`src/hdl/rfa_pkg.sv`:
```
// Shared types, address constants and ALU functions of the raster frame-buffer device.
`default_nettype none

package rfa_pkg;

  // Request kinds carried by in_req_type.
  localparam logic [1:0] REQ_READ   = 2'd0;
  localparam logic [1:0] REQ_WORD   = 2'd1;
  localparam logic [1:0] REQ_BYTE   = 2'd2;
  localparam logic [1:0] REQ_UNUSED = 2'd3;

  // Bus address map (18-bit byte addresses).
  localparam logic [17:0] WIN_LO    = 18'o060000;
  localparam logic [17:0] WIN_HI    = 18'o160000;
  localparam logic [17:0] CSA_ADDR  = 18'o157776;
  localparam logic [17:0] CTRL_ADDR = 18'o764044;
  localparam logic [17:0] CTRL_SPARE_ADDR = 18'o764046;
  localparam logic [17:0] KSTAT_ADDR = 18'o764050;
  localparam logic [17:0] KADDR_ADDR = 18'o764052;
  localparam logic [17:0] VSW_ADDR  = 18'o764060;
  localparam logic [17:0] ASW_ADDR  = 18'o770670;

  // Word offset of the window base.
  localparam logic [16:0] WIN_WORD_BASE = 17'o030000;

  // Keyboard register field masks.
  localparam logic [15:0] KSTAT_MASK   = 16'o177740;
  localparam logic [15:0] KADDR_HI_MASK = 16'o177600;
  localparam logic [6:0]  KADDR_LO_MASK = 7'o174;

  // Register targets outside the frame-buffer window.
  typedef enum logic [2:0] {
    REG_NONE  = 3'd0,
    REG_CTRL  = 3'd1,
    REG_KSTAT = 3'd2,
    REG_KADDR = 3'd3,
    REG_DUMMY = 3'd4
  } reg_sel_t;

  // Commands from the controller to the datapath.
  typedef struct packed {
    logic clear;
    logic load;
    logic rd;
    logic commit;
  } cmd_t;

  // Status from the datapath to the controller.
  typedef struct packed {
    logic clear_last;
  } sts_t;

  // Boolean ALU: a is the old value, b is the bus data.
  function automatic logic [15:0] alu_apply(input logic [7:0] op, input logic [15:0] a,
                                            input logic [15:0] b);
    logic [15:0] r;
    unique case (op)
      8'd0:    r = ~b;
      8'd1:    r = ~(a | b);
      8'd2:    r = a & ~b;
      8'd3:    r = 16'h0000;
      8'd4:    r = ~(a & b);
      8'd5:    r = ~a;
      8'd6:    r = a ^ b;
      8'd7:    r = ~a & b;
      8'd8:    r = a | ~b;
      8'd9:    r = ~(a ^ b);
      8'd10:   r = a;
      8'd11:   r = a & b;
      8'd12:   r = ~a | b;
      8'd13:   r = 16'hFFFF;
      8'd14:   r = a | b;
      8'd15:   r = b;
      default: r = 16'h0000;
    endcase
    return r;
  endfunction

  // Replace the bits selected by m.
  function automatic logic [15:0] merge16(input logic [15:0] old, input logic [15:0] val,
                                          input logic [15:0] m);
    return (old & ~m) | (val & m);
  endfunction

endpackage

`default_nettype wire

```
`src/hdl/rfa_ctrl.sv`:
```
// Controller state machine of the raster frame-buffer device.
`default_nettype none

module rfa_ctrl
  import rfa_pkg::*;
(
  input  wire logic clk,
  input  wire logic rst_n,
  input  wire logic in_valid,
  output logic      in_stall,
  output logic      out_valid,
  input  wire logic out_stall,
  input  wire sts_t sts,
  output cmd_t      cmd
);

  typedef enum logic [3:0] {
    S_CLEAR = 4'b0001,
    S_IDLE  = 4'b0010,
    S_READ  = 4'b0100,
    S_WRITE = 4'b1000
  } state_t;

  state_t state_r, state_nxt;
  logic   out_valid_r, out_valid_nxt;
  logic   slot_free;

  // The result register can take a new item when it is empty or being drained.
  assign slot_free = !out_valid_r || !out_stall;

  always_comb begin
    in_stall   = !((state_r == S_IDLE) || ((state_r == S_WRITE) && slot_free));
    cmd.clear  = (state_r == S_CLEAR);
    cmd.load   = in_valid && !in_stall;
    cmd.rd     = (state_r == S_READ);
    cmd.commit = (state_r == S_WRITE) && slot_free;
  end

  // Next state.
  always_comb begin
    state_nxt = state_r;
    unique case (state_r)
      S_CLEAR: begin
        if (sts.clear_last) state_nxt = S_IDLE;
      end
      S_IDLE: begin
        if (cmd.load) state_nxt = S_READ;
      end
      S_READ: begin
        state_nxt = S_WRITE;
      end
      S_WRITE: begin
        if (slot_free) state_nxt = cmd.load ? S_READ : S_IDLE;
      end
      default: state_nxt = S_IDLE;
    endcase
  end

  // Result valid flag.
  always_comb begin
    priority if (cmd.commit) out_valid_nxt = 1'b1;
    else if (!out_stall)     out_valid_nxt = 1'b0;
    else                     out_valid_nxt = out_valid_r;
  end

  always_ff @(posedge clk) begin
    if (!rst_n) begin
      state_r     <= S_CLEAR;
      out_valid_r <= 1'b0;
    end else begin
      state_r     <= state_nxt;
      out_valid_r <= out_valid_nxt;
    end
  end

  assign out_valid = out_valid_r;

endmodule

`default_nettype wire

```
`config.mk`:
```
export PLATFORM = sky130hd
export DESIGN_NAME = rfa_ctrl
export DESIGN_NICKNAME = d
export VERILOG_FILES = /design/src/hdl/rfa_pkg.sv /design/src/hdl/rfa_ctrl.sv
export SDC_FILE = /design/constraint.sdc
export NUM_CORES = 1
export LEC_CHECK = 0
export ABC_AREA = 1
export BUFFER_PORTS_ARGS = -buffer_cell sky130_fd_sc_hd__buf_2
export CAP_MARGIN = 20
export CORE_AREA = 2 2 39 41
export DETAILED_ROUTE_END_ITERATION = 10
export DIE_AREA = 0 0 41 43
export HOLD_SLACK_MARGIN = 0.12
export PLACE_DENSITY = 0.43
export SETUP_SLACK_MARGIN = 0.02
export SLEW_MARGIN = 20
export SYNTH_ARGS = -nofsm -noshare
export SYNTH_HDL_FRONTEND = slang
export SYNTH_SLANG_ARGS = --single-unit
```
`constraint.sdc`:
```
create_clock -name clk -period 1.6 [get_ports clk]
set_input_delay 0.08 -clock clk [delete_from_list [all_inputs] [get_ports clk]]
set_output_delay 0.08 -clock clk [all_outputs]
set_load 0.05 [all_outputs]
```
# Word-level counts from Yosys, hierarchy flattened
# Cells that the tools add are included.
# W data, S select, Z words.
[op_classes] reduce_logical=8 n_eq_ne=8 mux=7
[op_table] cell="$pmux W4 S4" n=1
[op_table] cell="$mux W4" n=3
[op_table] cell="$ne A2 B2 Y1 const B" n=3
[op_table] cell="$eq A4 B1 Y1 const B" n=1
[op_table] cell="$eq A4 B2 Y1 const B" n=1
[op_table] cell="$eq A4 B3 Y1 const B" n=1
[op_table] cell="$eq A4 B4 Y1 const B" n=1
[op_table] cell="$logic_not A1 Y1" n=3
[op_table] cell="$mux W3" n=1
[op_table] cell="$reduce_and A3 Y1" n=1
[op_table] cell="$logic_and A1 B1 Y1" n=2
[op_table] cell="$logic_or A1 B1 Y1" n=2
[op_table] cell="$mux W1" n=2
[op_table] cell="$ne A2 B1 Y1 const B" n=1
[word_totals] in_bits=5 register_bits=5

# Logic depth before layout (Yosys ltp)
# Gate-level depths: netlist (run 1).
[depth] word_depth=8 ltp_mapped=7 ltp_nobuf=7

# Worst setup path after synthesis (run 1)
# Ideal clock, no wire load.
[synth_timing] path_type="register -> output" start="reg state_r[0]" end="out cmd[3] (netlist name)" stages_incl_launch_ff=3 setup_slack_ns=-0.397 path_buffers=0 t_arrival_ns=1.917 t_required_ns=1.520 path_cell_list="dfxtp_1 -> inv_1 -> nor4_1"
[synth_rtl] element="start: declaration" line_no="rfa_ctrl.sv:24" source="state_t state_r, state_nxt;"
[synth_rtl] element="start signal: assignment" line_no="rfa_ctrl.sv:71" source="state_r <= state_nxt;"
[synth_rtl] element="end: declaration" line_no="rfa_ctrl.sv:14" source="output cmd_t cmd"

==> impl_metrics.json, run 1 <==
{
  "grt_overflow": 0,
  "leakagePower_nw": 0.2284,
  "clock_latency_ns": 0.24,
  "antenna_left": 0,
  "total_detailed_routing_wirelength_microns": 607,
  "area_delta_synth_final_pct": 34.43,
  "postSynthAreaPerCell_sq_um": 6.938,
  "synth_top_area_cell": "dfxtp_1",
  "total_power_per_unit_cell_area_nw_per_um2": 867.2,
  "hold_path.class": "input pin to flop",
  "outcome": "complete, no violations",
  "p_total_mw": 0.3559,
  "synthDominantCellAreaShare_pct": 32.79,
  "ctsResizeCount": 0,
  "drt_drc_violations_left": 0,
  "yosys.area_share.xor_xnor_pct": 0,
  "core_sq_um": 1384,
  "vias_in_the_first_global_route": 269,
  "max_freq_mhz": 683.1,
  "start_util_pct": 22.06,
  "route.detailed.vias_per_inst": 3.973,
  "dieArea_sq_um": 1763,
  "post_synthesis_adder_cell_area_fraction_pct": 0,
  "timing_worst_slew_pin_value_ns": 0.2491,
  "rows": 14,
  "route.vias.total": 294,
  "yosys.cell_count.top_type": "inv_1",
  "final_layout_size_suffix_gt1_share_pct": 37.93,
  "cell_types_with_the_largest_area_share_after_synthesis": "dfxtp_1 (33%), inv_1 (15%), nand2_1 (8.6%)",
  "grt_start_max_net_pins": 5,
  "cts_tree": "built",
  "die_h_microns": 43,
  "ys_top_cells_by_count": "inv_1 (12), nand2_1 (7), dfxtp_1 (5), nor2_1 (5)",
  "synthArstFlopShare_pct": 0,
  "place.gp.congestion": 0.6456,
  "cells_after_synth": 44,
  "port_buffers": 10,
  "antennaDiodeCount": 0,
  "worstPathRequired_ns": 1.52,
  "worstSetupEndpoint": "cmd[2]",
  "timing_worst_setup_path_type": "flop to primary output",
  "postLayoutCoreUtil_pct": 29.66,
  "rsz0062_at_grt": "false",
  "worst_case_register_to_register_setup_slack_ns": 0.53,
  "setup_slack_ns": 0.1361,
  "synth.mux.area_fraction_pct": 0,
  "global_route.usage.total_pct": 9.036,
  "timing_max_transition_violations_final": 0,
  "finalWorstPathRequiredPeriod_ns": 1.464,
  "ys_types": 16,
  "clk_pin_slew_ns": 0.04,
  "drv_cap": 0,
  "fillerInstances": 161,
  "hpwlAfterDp_microns": 538.8,
  "cp.arrival_ns": 1.38,
  "number_of_flops_mapped_to_enable_cells_by_yosys": 0,
  "regToRegStartpoint": "state_r[3]",
  "setup_viol_count_final": 0,
  "final.period_utilization_pct": 91.49,
  "grt_antenna_before_repair": 0,
  "compound_gate_portion_of_the_synthesized_area_pct": 6.148,
  "synth.yosys.seq_area_share_pct": 32.79,
  "max_slew_margin_pct": 83.51,
  "timing.critical_path.fanout_max": 4,
  "yosys.area_share.simple_pct": 43.85,
  "critical_path.reg2reg.endpoint": "state_r[1]",
  "htreeDepth": 1,
  "cp-end-kind": "primary output",
  "wire_length_of_the_first_global_routing_pass_microns": 1028,
  "clk_path_buf_depth": 2,
  "finClkSkew_ns": 0.0007536,
  "drt_iter0_markers": 2,
  "net_count_after_synthesis": 49,
  "final-instance-count-excl-fill": 74,
  "report.final.hold_viol_count": 0,
  "place.detailed.instances": 69,
  "crit_path_start_kind": "flop",
  "synth-seq-cells": 5,
  "dr.pass1.iters": 3,
  "largest_family_of_logic_cells_by_synthesized_area": "simple AND/OR/NAND/NOR gates",
  "clock_sinks": 5,
  "post_synth_instance_area_sq_um": 305.3,
  "floorplan.io_pins": 11,
  "worst_case_vdd_ir_drop_uv": 227.0,
  "number_of_buffers_added_by_the_clock_tree_synthesis_step": 3,
  "chipWidth_microns": 41,
  "nets": 64,
  "yosys_warnings": 0,
  "post-place-ws_ns": 0.3797,
  "cts.root.buffer_cell": "clkbuf_4",
  "synth_ff_type": "dfxtp_1",
  "r2r_cells": 7,
  "tns_ns": 0,
  "avgRoutedWirePerCell_microns": 8.203,
  "timing.critical_path.from": "state_r[3]"
}
[placed cells by master, fill, tap and decap left out, drive strengths merged]
cell	instances
nor4	1
dfxtp	5
nor3	1
inv	12
a21oi	3
buf	10
clkbuf	4
nor2	7
nand3	4
nand4	2
nand2	8
dlygate4sd3	1
[through the flow]
| step | cell area [sq um] | hold slack [ns] |
|---|---|---|
| final | 410.4 | 0.1284 |
| after global routing | 410.4 | 0.1396 |
| after CTS | 410.4 | 0.1254 |
| after detailed placement | 374.1 | 0.2905 |
| after global placement | 374.1 | 0.2860 |
| after floorplan | 311.5 | 0.1500 |
[power by group]
group / internal (mW) / leakage, nW / switching, mW
Combinational: 0.0228 / 0.172 / 0.0503
Sequential: 0.131 / 0.0410 / 0.00712
Clock: 0.0942 / 0.0150 / 0.0506
[kinds of logic (layout without fill, tap and decap cells)]
group / count (synthesis) / in the layout
flops: 5 / 5
compound gates: 3 / 3
buf+inv: 13 / 27
simple gates: 23 / 23
[sequential cells by signal, indices dropped and copies added (netlist names)]
register	flops
out_valid	1
state_r	4
[worst max-delay path: stages, from the launching register on]
cell     delay (ns)
dfxtp_1        0.39
inv_1          0.09
nor2_4         0.11
nand3_2        0.09
nand2_2        0.08
nand2_1        0.08
inv_1          0.05
buf_2          0.25
[final cells by class]
type | instances | area, sq um | area share [%]
multi-input combinational | 26 | 158.9 | 38.72
inverter | 12 | 45.04 | 10.98
sequential | 5 | 100.1 | 24.39
tap | 16 | 20.02 | 4.878
timing repair buffer | 11 | 60.06 | 14.63
clock buffer | 4 | 26.28 | 6.402
[worst min path at each step]
stage / cells after the start / startpoint / to / slack, ns
final: 3 / in_valid / state_r[2] / 0.13
after global routing: 3 / in_valid / state_r[2] / 0.14
after CTS: 3 / in_valid / state_r[2] / 0.13
after detailed placement: 2 / rst_n / state_r[0] / 0.29
after global placement: 2 / rst_n / state_r[0] / 0.29
after floorplan: 1 / rst_n / state_r[0] / 0.15
[what timing repair did]
action / in CTS / in global routing
setup endpoints to repair: 0 / 0
hold endpoints to repair: 1 / 0
hold buffers: 1 / 0
setup buffers: 0 / 0
[layer usage]
layer / part of all wire [%] / vias up / global-route usage [%]
met5: 0 / - / 0
met4: 0 / 0 / 10.00
met1: 47 / 127 / 11.25
li1: - / 161 / -
met3: 6.8 / 0 / 1.571
met2: 46 / 6 / 11.56
Note: power is estimated with default switching activity, not from simulation.
==> run 2, diff against run 1 <==
==> constraint.sdc (replaced) <==
create_clock -name clk -period 1.6 [get_ports clk]
set_input_delay 0.16 -clock clk [delete_from_list [all_inputs] [get_ports clk]]
set_output_delay 0.16 -clock clk [all_outputs]
set_load 0.05 [all_outputs]
==> run 2 against run 1 <==
Setup slack got worse by 0.026 ns. Combinational power rose by 0.7%. Non-clock buffer count is the same. Clock power barely moved. Clock skew about the same. Global-route usage stayed put. Utilization rose by 0.27 points. Register-to-register slack improved by 0.02 ns. First-iteration DRC count did not move. Critical path type unchanged.
==> impl_metrics.json, run 2 (same netlist as run 1, synthesis figures left out) <==
{
  "dr.pass1.iters": 3,
  "critical_path.reg2reg.endpoint": "state_r[1]",
  "floorplan.io_pins": 11,
  "swShare_pct": 30.32,
  "route.vias.total": 294,
  "final.period_utilization_pct": 93.09,
  "largest-register": "state_r",
  "vias_in_the_first_global_route": 269,
  "worst_case_register_to_register_setup_slack_ns": 0.55,
  "start_util_pct": 22.06,
  "final_layout_size_suffix_gt1_share_pct": 39.66,
  "mostFrequentLayoutCell": "inv_1",
  "dieArea_sq_um": 1763,
  "clk_pin_slew_ns": 0.04,
  "drt_iter0_markers": 2,
  "timing_worst_slew_pin_value_ns": 0.2491,
  "holdPathEnd": "state_r[2]",
  "finalWorstPathRequiredPeriod_ns": 1.489,
  "regToRegStartpoint": "state_r[2]",
  "final_cell_mix": "inv_1 (12), buf_2 (9), nand2_1 (7), nor2_1 (5)",
  "wire_length_of_the_first_global_routing_pass_microns": 1028,
  "finClkSkew_ns": 0.0008297,
  "total_detailed_routing_wirelength_microns": 607,
  "cts.root.buffer_cell": "clkbuf_4",
  "htreeDepth": 1,
  "max_slew_margin_pct": 83.51,
  "outcome": "complete, no violations",
  "antenna_left": 0,
  "hold_path.class": "input pin to flop",
  "power.combinational.fraction_pct": 20.7,
  "cp.arrival_ns": 1.33,
  "intPower_mw": 0.2484,
  "clk_path_buf_depth": 2,
  "timing_max_transition_violations_final": 0,
  "setup_slack_ns": 0.1106,
  "drt_drc_violations_left": 0,
  "crit_path_start_kind": "flop",
  "max_freq_mhz": 671.4,
  "route.detailed.vias_per_inst": 3.973,
  "area_delta_synth_final_pct": 35.66,
  "total_power_per_unit_cell_area_nw_per_um2": 860.9,
  "postLayoutCoreUtil_pct": 29.93,
  "r2r_cells": 6,
  "power_switching_mw": 0.1081,
  "report.final.hold_viol_count": 0,
  "hpwlAfterDp_microns": 538.8,
  "rows": 14,
  "number_of_buffers_added_by_the_clock_tree_synthesis_step": 3,
  "fillerInstances": 160,
  "clock_latency_ns": 0.24,
  "tns_ns": 0,
  "port_buffers": 10,
  "drv_cap": 0,
  "largest_reg_flops": 4,
  "worstHoldPathCells": 3,
  "grt_overflow": 0,
  "place.gp.congestion": 0.6456,
  "global_route.usage.total_pct": 9.036,
  "cts_tree": "built",
  "post-place-ws_ns": 0.2997,
  "die_h_microns": 43,
  "seq_power_share_pct": 38.7,
  "worstPathRequired_ns": 1.44,
  "chipWidth_microns": 41,
  "antennaDiodeCount": 0,
  "grt_antenna_before_repair": 0,
  "nets": 64,
  "rsz0062_at_grt": "false",
  "part_of_the_total_power_dissipated_in_the_clock_network_pct": 40.6,
  "worst_case_vdd_ir_drop_uv": 227.0,
  "setup_viol_count_final": 0,
  "clock_sinks": 5,
  "grt_start_max_net_pins": 5,
  "core_sq_um": 1384,
  "timing.critical_path.fanout_max": 4,
  "cp-end-kind": "primary output",
  "avgRoutedWirePerCell_microns": 8.203,
  "timing_worst_setup_path_type": "flop to primary output",
  "leakagePower_nw": 0.2284,
  "worst_hold_startpoint": "in_valid"
}
[run 2: cell types whose count changed in the layout (fill, tap and decap cells not counted), sizes merged]
| cell | delta |
|---|---|
| buf | -1 |
| clkbuf | +1 |
[run 2: worst max path at each step]
stage                from         end  slack (ns)  cells after the start
2_1_floorplan  state_r[2]  state_r[1]        0.09                      5
3_3_place_gp   state_r[3]      cmd[2]        0.29                      7
3_5_place_dp   state_r[3]      cmd[2]        0.30                      7
4_1_cts        state_r[3]      cmd[2]        0.03                      7
5_1_grt        state_r[1]      cmd[2]        0.03                      6
6_report       state_r[2]      cmd[2]        0.11                      6
[run 2: power by group through the flow]
| stage | Combinational, mW | Sequential [mW] | Clock [mW] |
|---|---|---|---|
| CTS | 0.0743 | 0.138 | 0.153 |
| finish | 0.0736 | 0.138 | 0.145 |
| global route | 0.0825 | 0.139 | 0.160 |
| detailed placement | 0.0723 | 0.140 | 0 |
| global placement | 0.0728 | 0.140 | 0 |
| floorplan | 0.0548 | 0.139 | 0 |
[run 2: cell type report]
type / instances / area, sq um / share of cell area, %
timing repair buffer: 11 / 62.56 / 15.11
clock buffer: 4 / 26.28 / 6.344
tap: 16 / 20.02 / 4.834
inverter: 12 / 45.04 / 10.88
sequential: 5 / 101.3 / 24.47
multi-input combinational: 26 / 158.9 / 38.37
[run 2: metrics by stage]
stage               std cells  total power, mW  cell area [sq um]  hold WS, ns
floorplan                  44           0.1940              311.5       0.2300
global placement           69           0.2131              374.1       0.3660
detailed placement         69           0.2124              374.1       0.3705
CTS                        74           0.3656              410.4       0.2054
global route               74           0.3809              414.1       0.2196
finish                     74           0.3565              414.1       0.2083
[run 2: layer usage]
layer / routed length (microns) / up-vias / global-route usage, %
met2: 282 / 6 / 11.56
met1: 284 / 127 / 11.25
li1: - / 161 / -
met4: 0 / 0 / 10.00
met3: 41 / 0 / 1.571
met5: 0 / - / 0
[run 2: repair_timing]
item / CTS / global route
gates resized for setup: 0 / 2
hold endpoints to repair: 1 / 0
hold buffers: 1 / 0
endpoints found under the setup margin: 0 / 1
buffers inserted: 0 / 0
[run 2: critical path, cell delays in order, from the launching register on]
cell	delay [ns]
dfxtp_1	0.36
nor2_1	0.16
nand3_2	0.12
nand2_2	0.10
nand2_1	0.08
inv_1	0.06
clkbuf_4	0.21
==> run 3, diff against run 2 <==
CTS_BUF_LIST = sky130_fd_sc_hd__clkbuf_8   (was unset)
==> run 3 against run 2 <==
Utilization up 0.63 points. Combinational power down 2%. Sequential share of layout area down 0.51 points. Power up 22%. Critical path type unchanged. Critical endpoint unchanged. Largest cell class unchanged. Largest power group unchanged. Highest routed layer unchanged.
==> impl_metrics.json, run 3 (same netlist as run 1, synthesis figures left out) <==
{
  "report.final.hold_viol_count": 0,
  "max_slew_margin_pct": 83.51,
  "seq_power_share_pct": 31.7,
  "worst_hold_startpoint": "rst_n",
  "worst_case_vdd_ir_drop_uv": 294.5,
  "worst_case_register_to_register_setup_slack_ns": 0.55,
  "antennaDiodeCount": 0,
  "placed_cell_area_sq_um": 374.1,
  "port_buffers": 10,
  "antenna_left": 0,
  "setup_viol_count_final": 0,
  "part_of_the_total_power_dissipated_in_the_clock_network_pct": 51.8,
  "power_switching_mw": 0.1187,
  "clk_pin_slew_ns": 0.04,
  "rows": 14,
  "regToRegStartpoint": "state_r[2]",
  "final-instance-count-excl-fill": 73,
  "place.gp.congestion": 0.6456,
  "worstSetupEndpoint": "cmd[2]",
  "multi_input_combinational_cell_area_sq_um": 158.9,
  "largest_reg_flops": 4,
  "hpwlAfterDp_microns": 538.8,
  "ff_latch_area_sq_um": 101.3,
  "timing_worst_slew_pin_value_ns": 0.2491,
  "outcome": "complete, no violations",
  "crit_path_start_kind": "flop",
  "route.detailed.vias_per_inst": 4.110,
  "tns_ns": 0,
  "cts-hold-fix-buffers": 0,
  "post-place-ws_ns": 0.2997,
  "hold_path.class": "input pin to flop",
  "finalWorstPathRequiredPeriod_ns": 1.469,
  "p_total_mw": 0.4360,
  "dr.pass1.iters": 5,
  "clock_latency_ns": 0.22,
  "start_util_pct": 22.06,
  "worstPathRequired_ns": 1.44,
  "fillerInstances": 158,
  "mostFrequentLayoutCell": "inv_1",
  "intPower_mw": 0.3174,
  "route.vias.total": 300,
  "postLayoutCoreUtil_pct": 30.56,
  "final_area_sq_um": 422.9,
  "grt_start_max_net_pins": 5,
  "r2r_cells": 6,
  "cts_tree": "built",
  "max_freq_mhz": 680.7,
  "cp.arrival_ns": 1.31,
  "final.period_utilization_pct": 91.81,
  "area_delta_synth_final_pct": 38.52,
  "htreeDepth": 1,
  "place.detailed.instances": 69,
  "avgRoutedWirePerCell_microns": 8.493,
  "swShare_pct": 27.21,
  "timing.critical_path.slowest_cell_delay_ns": 0.36,
  "number_of_buffers_added_by_the_clock_tree_synthesis_step": 3,
  "grt_overflow": 0,
  "wire_length_of_the_first_global_routing_pass_microns": 1055,
  "timing_max_transition_violations_final": 0,
  "chipWidth_microns": 41,
  "clk_path_buf_depth": 2,
  "nets": 63,
  "setup_slack_ns": 0.1310,
  "drt_iter0_markers": 3,
  "timing.critical_path.fanout_max": 4,
  "worst_path_cell_trace": "nor2_1 -> nand3_2 -> nand2_2 -> nand2_1 -> inv_1 -> clkbuf_4",
  "drt_drc_violations_left": 0,
  "timing.critical_path.from": "state_r[2]",
  "cp_slowest_cell": "dfxtp_1",
  "die_h_microns": 43,
  "critical_path.reg2reg.endpoint": "state_r[1]",
  "leakagePower_nw": 0.2361,
  "total_power_per_unit_cell_area_nw_per_um2": 1031,
  "core_sq_um": 1384,
  "power.combinational.fraction_pct": 16.5,
  "largest-register": "state_r",
  "floorplan.io_pins": 11,
  "dieArea_sq_um": 1763,
  "vias_in_the_first_global_route": 275,
  "clock_sinks": 5,
  "final_cell_mix": "inv_1 (13), buf_2 (9), nand2_1 (7), nor2_1 (5), dfxtp_1 (4)",
  "cts.root.buffer_cell": "clkbuf_8",
  "final_layout_size_suffix_gt1_share_pct": 40.35,
  "finClkSkew_ns": 0.001864,
  "hold_ws_ns": 0.1437,
  "cp-end-kind": "primary output",
  "rsz0062_at_grt": "false",
  "grt_antenna_before_repair": 0,
  "total_detailed_routing_wirelength_microns": 620,
  "global_route.usage.total_pct": 9.438,
  "drv_cap": 0,
  "timing_worst_setup_path_type": "flop to primary output"
}
==> run 3: cell types whose count changed in the layout (fill, tap and decap cells not counted) <==
cell,change
clkbuf_4,-3
clkbuf_8,+3
clkbuf_1,-1
dlygate4sd3_1,-1
inv_1,+1
==> run 3: area by class of cell <==
type | instances | share of cell area (%)
sequential | 5 | 23.96
clock buffer | 3 | 9.763
inverter | 12 | 10.65
multi-input combinational | 26 | 37.57
clock inverter | 1 | 0.8876
tap | 16 | 4.734
timing repair buffer | 10 | 12.43
==> run 3: power groups by stage <==
stage | clock [mW] | sequential, mW | combinational [mW]
3_5_place_dp | 0 | 0.140 | 0.0723
3_3_place_gp | 0 | 0.140 | 0.0728
2_1_floorplan | 0 | 0.139 | 0.0548
6_report | 0.226 | 0.138 | 0.0719
5_1_grt | 0.242 | 0.139 | 0.0806
4_1_cts | 0.233 | 0.138 | 0.0725
==> run 3: how the worst min path moves through the flow <==
stage                 end  slack [ns]  depth (start not counted)
2_1_floorplan  state_r[0]        0.23                          1
3_3_place_gp   state_r[0]        0.37                          2
3_5_place_dp   state_r[0]        0.37                          2
4_1_cts        state_r[0]        0.14                          2
5_1_grt        state_r[0]        0.15                          2
6_report       state_r[0]        0.14                          2
==> run 3: worst max-delay path: cells and delay by family, from the launching register on <==
kind | cells | cell delay [ns]
simple gates | 4 | 0.46
flops | 1 | 0.36
buf+inv | 2 | 0.28
==> run 3: metal layers <==
metal / share of wire [%] / vias up / track usage [%]
met5: 0 / - / 0
met4: 0 / 0 / 10.00
met1: 46 / 129 / 11.58
met2: 45 / 12 / 11.56
li1: - / 159 / -
met3: 8.7 / 0 / 3.141
==> run 3: timing repair <==
| item | CTS | global route |
|---|---|---|
| gates resized for setup | 0 | 2 |
| buffers inserted | 0 | 0 |
| setup endpoints to repair | 0 | 1 |
